[src/sgr_pkg.sv]
// sgr_pkg: widths and reset constants for the stream group reverser.
// No dependencies; used by the core and its checker.
package sgr_pkg;

  localparam int VALUE_W        = 32;
  localparam int GROUP_SIZE_W   = 5;
  localparam logic [GROUP_SIZE_W-1:0] GROUP_SIZE_RESET = GROUP_SIZE_W'(2);

  typedef logic signed [VALUE_W-1:0]    value_t;
  typedef logic [GROUP_SIZE_W-1:0]      group_size_t;

endpackage

[src/stream_group_reverser_core.sv]
// stream_group_reverser_core: buffers values in groups and emits each group
// reversed, or a partial group in arrival order at end of sequence.
// Depends on sgr_pkg.
//
//  channel | signals                                   | direction
//  --------+-------------------------------------------+----------
//  in      | in_valid, in_ready, value, is_final       | sink
//  out     | out_valid, out_ready, out_value, run_end, | source
//          | sequence_end                              |
//  cfg     | cfg_valid, cfg_ready, cfg_data            | sink
//
// An item that closes a group of n elements starts a drain of n reads from
// the single-port group buffer, one read a cycle while the output is not
// stalled; input transfers stall until the last read is issued. rst clears
// the fill count, drain count and output valid; buffer contents are not
// cleared. Output stalls hold the read data register and pause the drain.
module stream_group_reverser_core #(
  parameter int MAX_GROUP = 16
) (
  input  logic                 clk,
  input  logic                 rst,
  input  logic                 in_valid,
  output logic                 in_ready,
  input  sgr_pkg::value_t      value,
  input  logic                 is_final,
  output logic                 out_valid,
  input  logic                 out_ready,
  output sgr_pkg::value_t      out_value,
  output logic                 run_end,
  output logic                 sequence_end,
  input  logic                 cfg_valid,
  output logic                 cfg_ready,
  input  sgr_pkg::group_size_t cfg_data
);

  localparam int ADDR_W = (MAX_GROUP > 1) ? $clog2(MAX_GROUP) : 1;
  localparam int CNT_W  = $clog2(MAX_GROUP + 1);
  localparam int CMP_W  = ((CNT_W > sgr_pkg::GROUP_SIZE_W) ? CNT_W : sgr_pkg::GROUP_SIZE_W) + 1;

  sgr_pkg::value_t      mem [MAX_GROUP];
  sgr_pkg::value_t      mem_q;
  sgr_pkg::group_size_t group_size;

  logic [ADDR_W-1:0] fill;
  logic [ADDR_W-1:0] rd_addr;
  logic [CNT_W-1:0]  remaining;
  logic              reverse;
  logic              fin;
  logic              rd_valid;
  logic              rd_last;
  logic              rd_seq;

  logic [CMP_W-1:0]  gs_ext;
  logic [CNT_W-1:0]  g_eff;
  logic [CNT_W-1:0]  n;
  logic              in_xfer;
  logic              trigger;
  logic              move;
  logic              rd_issue;
  logic              issue_last;

  assign cfg_ready = 1'b1;
  assign in_ready  = (remaining == '0);
  assign in_xfer   = in_valid && in_ready;

  always_comb begin
    gs_ext = CMP_W'(group_size);
    if (gs_ext == '0) begin
      g_eff = CNT_W'(1);
    end else if (gs_ext > CMP_W'(MAX_GROUP)) begin
      g_eff = CNT_W'(MAX_GROUP);
    end else begin
      g_eff = CNT_W'(gs_ext);
    end
  end

  assign n          = CNT_W'(fill) + CNT_W'(1);
  assign trigger    = (n >= g_eff) || is_final;
  assign move       = rd_valid && (!out_valid || out_ready);
  assign rd_issue   = (remaining != '0) && (!rd_valid || move);
  assign issue_last = (remaining == CNT_W'(1));

  always_ff @(posedge clk) begin
    if (rst) begin
      group_size <= sgr_pkg::GROUP_SIZE_RESET;
    end else if (cfg_valid && cfg_ready) begin
      group_size <= cfg_data;
    end
  end

  // writes happen only with no drain pending, so reads never meet a write
  always_ff @(posedge clk) begin
    if (in_xfer) begin
      mem[fill] <= value;
    end
    if (rd_issue) begin
      mem_q   <= mem[rd_addr];
      rd_last <= issue_last;
      rd_seq  <= issue_last && fin;
    end
  end

  always_ff @(posedge clk) begin
    if (rst) begin
      fill      <= '0;
      remaining <= '0;
      rd_addr   <= '0;
      reverse   <= 1'b0;
      fin       <= 1'b0;
      rd_valid  <= 1'b0;
    end else begin
      if (in_xfer) begin
        if (trigger) begin
          fill      <= '0;
          remaining <= n;
          reverse   <= (n >= g_eff);
          fin       <= is_final;
          rd_addr   <= (n >= g_eff) ? fill : '0;
        end else begin
          fill <= fill + ADDR_W'(1);
        end
      end else if (rd_issue) begin
        remaining <= remaining - CNT_W'(1);
        rd_addr   <= reverse ? (rd_addr - ADDR_W'(1)) : (rd_addr + ADDR_W'(1));
      end
      if (rd_issue) begin
        rd_valid <= 1'b1;
      end else if (move) begin
        rd_valid <= 1'b0;
      end
    end
  end

  always_ff @(posedge clk) begin
    if (rst) begin
      out_valid <= 1'b0;
    end else if (move) begin
      out_valid <= 1'b1;
    end else if (out_ready) begin
      out_valid <= 1'b0;
    end
  end

  always_ff @(posedge clk) begin
    if (move) begin
      out_value    <= mem_q;
      run_end      <= rd_last;
      sequence_end <= rd_seq;
    end
  end

endmodule

[config.mk]
export PLATFORM = sky130hd
export DESIGN_NAME = stream_group_reverser_core
export DESIGN_NICKNAME = d
export VERILOG_FILES = /design/src/sgr_pkg.sv /design/src/stream_group_reverser_core.sv
export SDC_FILE = /design/constraint.sdc
export NUM_CORES = 1
export LEC_CHECK = 0
export BUFFER_PORTS_ARGS = -buffer_cell sky130_fd_sc_hd__buf_2
export CAP_MARGIN = 20
export CORE_MARGIN = 4
export CORE_UTILIZATION = 40
export CTS_CLUSTER_SIZE = 28
export DETAILED_ROUTE_END_ITERATION = 16
export MAX_ROUTING_LAYER = met4
export PLACE_DENSITY = 0.6
export RECOVER_POWER = 100
export SLEW_MARGIN = 20
export SYNTH_ARGS = -nofsm -noshare
export SYNTH_HDL_FRONTEND = slang
export SYNTH_SLANG_ARGS = --single-unit
[constraint.sdc]
create_clock -name clk -period 5 [get_ports clk]
set_input_delay 0.75 -clock clk [delete_from_list [all_inputs] [get_ports clk]]
set_output_delay 0.75 -clock clk [all_outputs]
set_load 0.05 [all_outputs]
==> metrics <==
post-cts hold buffer count 0; EDFF count, synth 580; leading area contributor after synthesis edfxtp_1; TNS Setup 0 ns; die span in x 247 um; WS Path Type flip-flop to flip-flop; Comb power frac 21.0%; FFs w/ async S/R, synth 0%; Max transition margin -40.9%; routed len/inst 23.4 um; vias in the first global route 10500; input/output buffers 78; vias post-DR 9869; CTS root buf clkbuf_16; max incr delay on CP 1.49 ns; Die Ht 247 um; drt first pass iters 4; Starting Density 40.4%; setup bufs post-CTS 0; Fin. Hold Viols 0; crit path launch type flip-flop; Slew Viols, Final 470; Critical Path RT 5.34 ns; CTS tree done; syn_nets 1016; Yosys reg bits 602; Register Area 0.0179 mm^2; sw frac 27.9%; RePlAce Congestion 0.728; die area 0.0608 mm^2; final worst path period share 79.7%; Num CTS Buffers 60; first-pass GRT wire length 67200 um; area of the multi-input gates 0.00459 mm^2; total number of H-tree levels 2; Max Freq 251 MHz; Worst Setup End Kind flip-flop; drt drc 0; HP Class input pin to flip-flop; post-route ant nets 0; CTS clk-pin slew, worst paths 0.06 ns; via-per-instance ratio 5.24; grt total ovfl 0; core area 0.0564 mm^2; number of setup violations in the final report 0; Global Route Usage Sum 15.2%; Synth Cell Area 0.0228 mm^2; RSZ-0062 raised after global routing false; max-cap violation count 15; cts repair resizes 0; DR iter-0 viols 643; Hold WS 0.353 ns; Netlist cell types 48; outcome complete, but fails checks; Top Ports 80; post-detail-place hpwl 25000 um; antenna violations before repair 1; crit-path most repeated cell mux4_2; P per Cell Area 549 mW/mm^2; synth top area cells edfxtp_1, mux4_2, dfxtp_1, ha_1, buf_6; crit-path cells clkbuf_2, mux4_2, mux4_2; Clock power frac 33.2%; P_sw 0.00398 W; CP max stage cell dfxtp_2; arrival time worst endpoint 4.32 ns; ys flop type edfxtp_1; Clk Latency, worst-skew pair 0.62 ns; commonest non-fill, non-tap cell in the layout edfxtp_1; VDD IR-drop max 0.371 mV; Internal 0.0103 W; # rows 87; largest net degree at the start of global routing 60; Leak Pwr 8.00 nW; worst slew pin tran 2.11 ns; Area Overhead vs Synth 14.0%; Final min period 3.98 ns; clk_skew 0.0198 ns; register area share after synthesis 78.4%; most frequent cells in the layout edfxtp_1, mux4_2, clkbuf_1; Fillers 4762; Post-Syn Instances 959; Syn. warnings 0; worst-path fanout max 59; CTS Buffer Depth 3; share of layout cells above drive strength 1 25.2%; WL final 44100 um; failing checks capacitance limit, slew limit; post-synth top area share 76.4%; clk sinks 602; mean post-synth cell area 23.8 um^2; nets@finish 1130; Sequential Power Share 45.8%
-- critical path: cells and delay by family, from the launching register on --
family                 cells  cell delay (ns)
buffers and inverters      1             1.17
flip-flops                 1             1.49
multiplexers               2             1.01
-- cells by family after synthesis --
logic type | synth area share (%)
compound gates | 1.48
flops | 78.4
other cells | 0.0165
mux | 16.0
buf+inv | 1.37
simple gates | 1.67
xor+xnor | 0.308
fa+ha+maj | 0.802
-- cell type report --
| class | instances | share of cell area [%] |
|---|---|---|
| sequential | 602 | 68.8 |
| multi-input combinational | 300 | 17.7 |
| clock buffer | 66 | 5.87 |
| tap | 756 | 3.64 |
| clock inverter | 48 | 2.21 |
| timing repair buffer | 98 | 1.65 |
| inverter | 11 | 0.159 |
| antenna | 1 | 0.00963 |
-- stage by stage --
step / util [%] / setup WS, ns / total power [W] / area [um^2] / instances
after floorplan: - / -0.736 / 0.00889 / 22800 / 959
after global placement: 42.7 / 1.94 / 0.00977 / 24100 / 1767
after detailed placement: 42.7 / 1.89 / 0.00979 / 24100 / 1767
after CTS: 46.5 / 1.87 / 0.0146 / 26200 / 1881
after global routing: 46.1 / 0.795 / 0.0149 / 26000 / 1882
final: 46.1 / 1.02 / 0.0143 / 26000 / 1882
-- state kept, by name, summed over array words and instances, names as in the netlist, 4 cells and up --
signal / cells
mem_q: 32
group_size: 5
mem: 512
fill: 4
remaining: 5
rd_addr: 4
out_value: 32
-- metal layers --
layer / share of wire (%) / vias up / track usage, %
met2: 49 / 181 / 23.6
li1: - / 4314 / -
met4: 2.0 / 0 / 4.10
met1: 45 / 5308 / 21.3
met5: 0 / - / -
met3: 4.0 / 66 / 2.37
-- power by group through the flow --
stage	Combinational (W)	Clock, W	Sequential [W]
2_1_floorplan	0.00209	0	0.00681
3_3_place_gp	0.00314	0	0.00662
5_1_grt	0.00325	0.00506	0.00659
3_5_place_dp	0.00317	0	0.00662
6_report	0.00300	0.00473	0.00652
4_1_cts	0.00318	0.00485	0.00653
-- cell usage after synthesis, drive strengths merged (6+ instances only) --
library cell / count
inv: 11
nand2: 13
o21ai: 6
dfxtp: 22
a211oi: 10
clkbuf: 15
buf: 31
mux4: 160
nor2: 18
ha: 13
a21oi: 13
and2: 6
edfxtp: 580
-- worst paths after layout --
kind	from	end	slack, ns	depth (start not counted)
max	rd_addr[1]	mem_q[10]	1.02	3
min	cfg_data[1]	group_size[1]	0.35	2
max reg2reg	rd_addr[1]	mem_q[10]	1.02	3
min reg2reg	rd_seq	sequence_end	0.42	0
(Power assumes the default switching activity.)
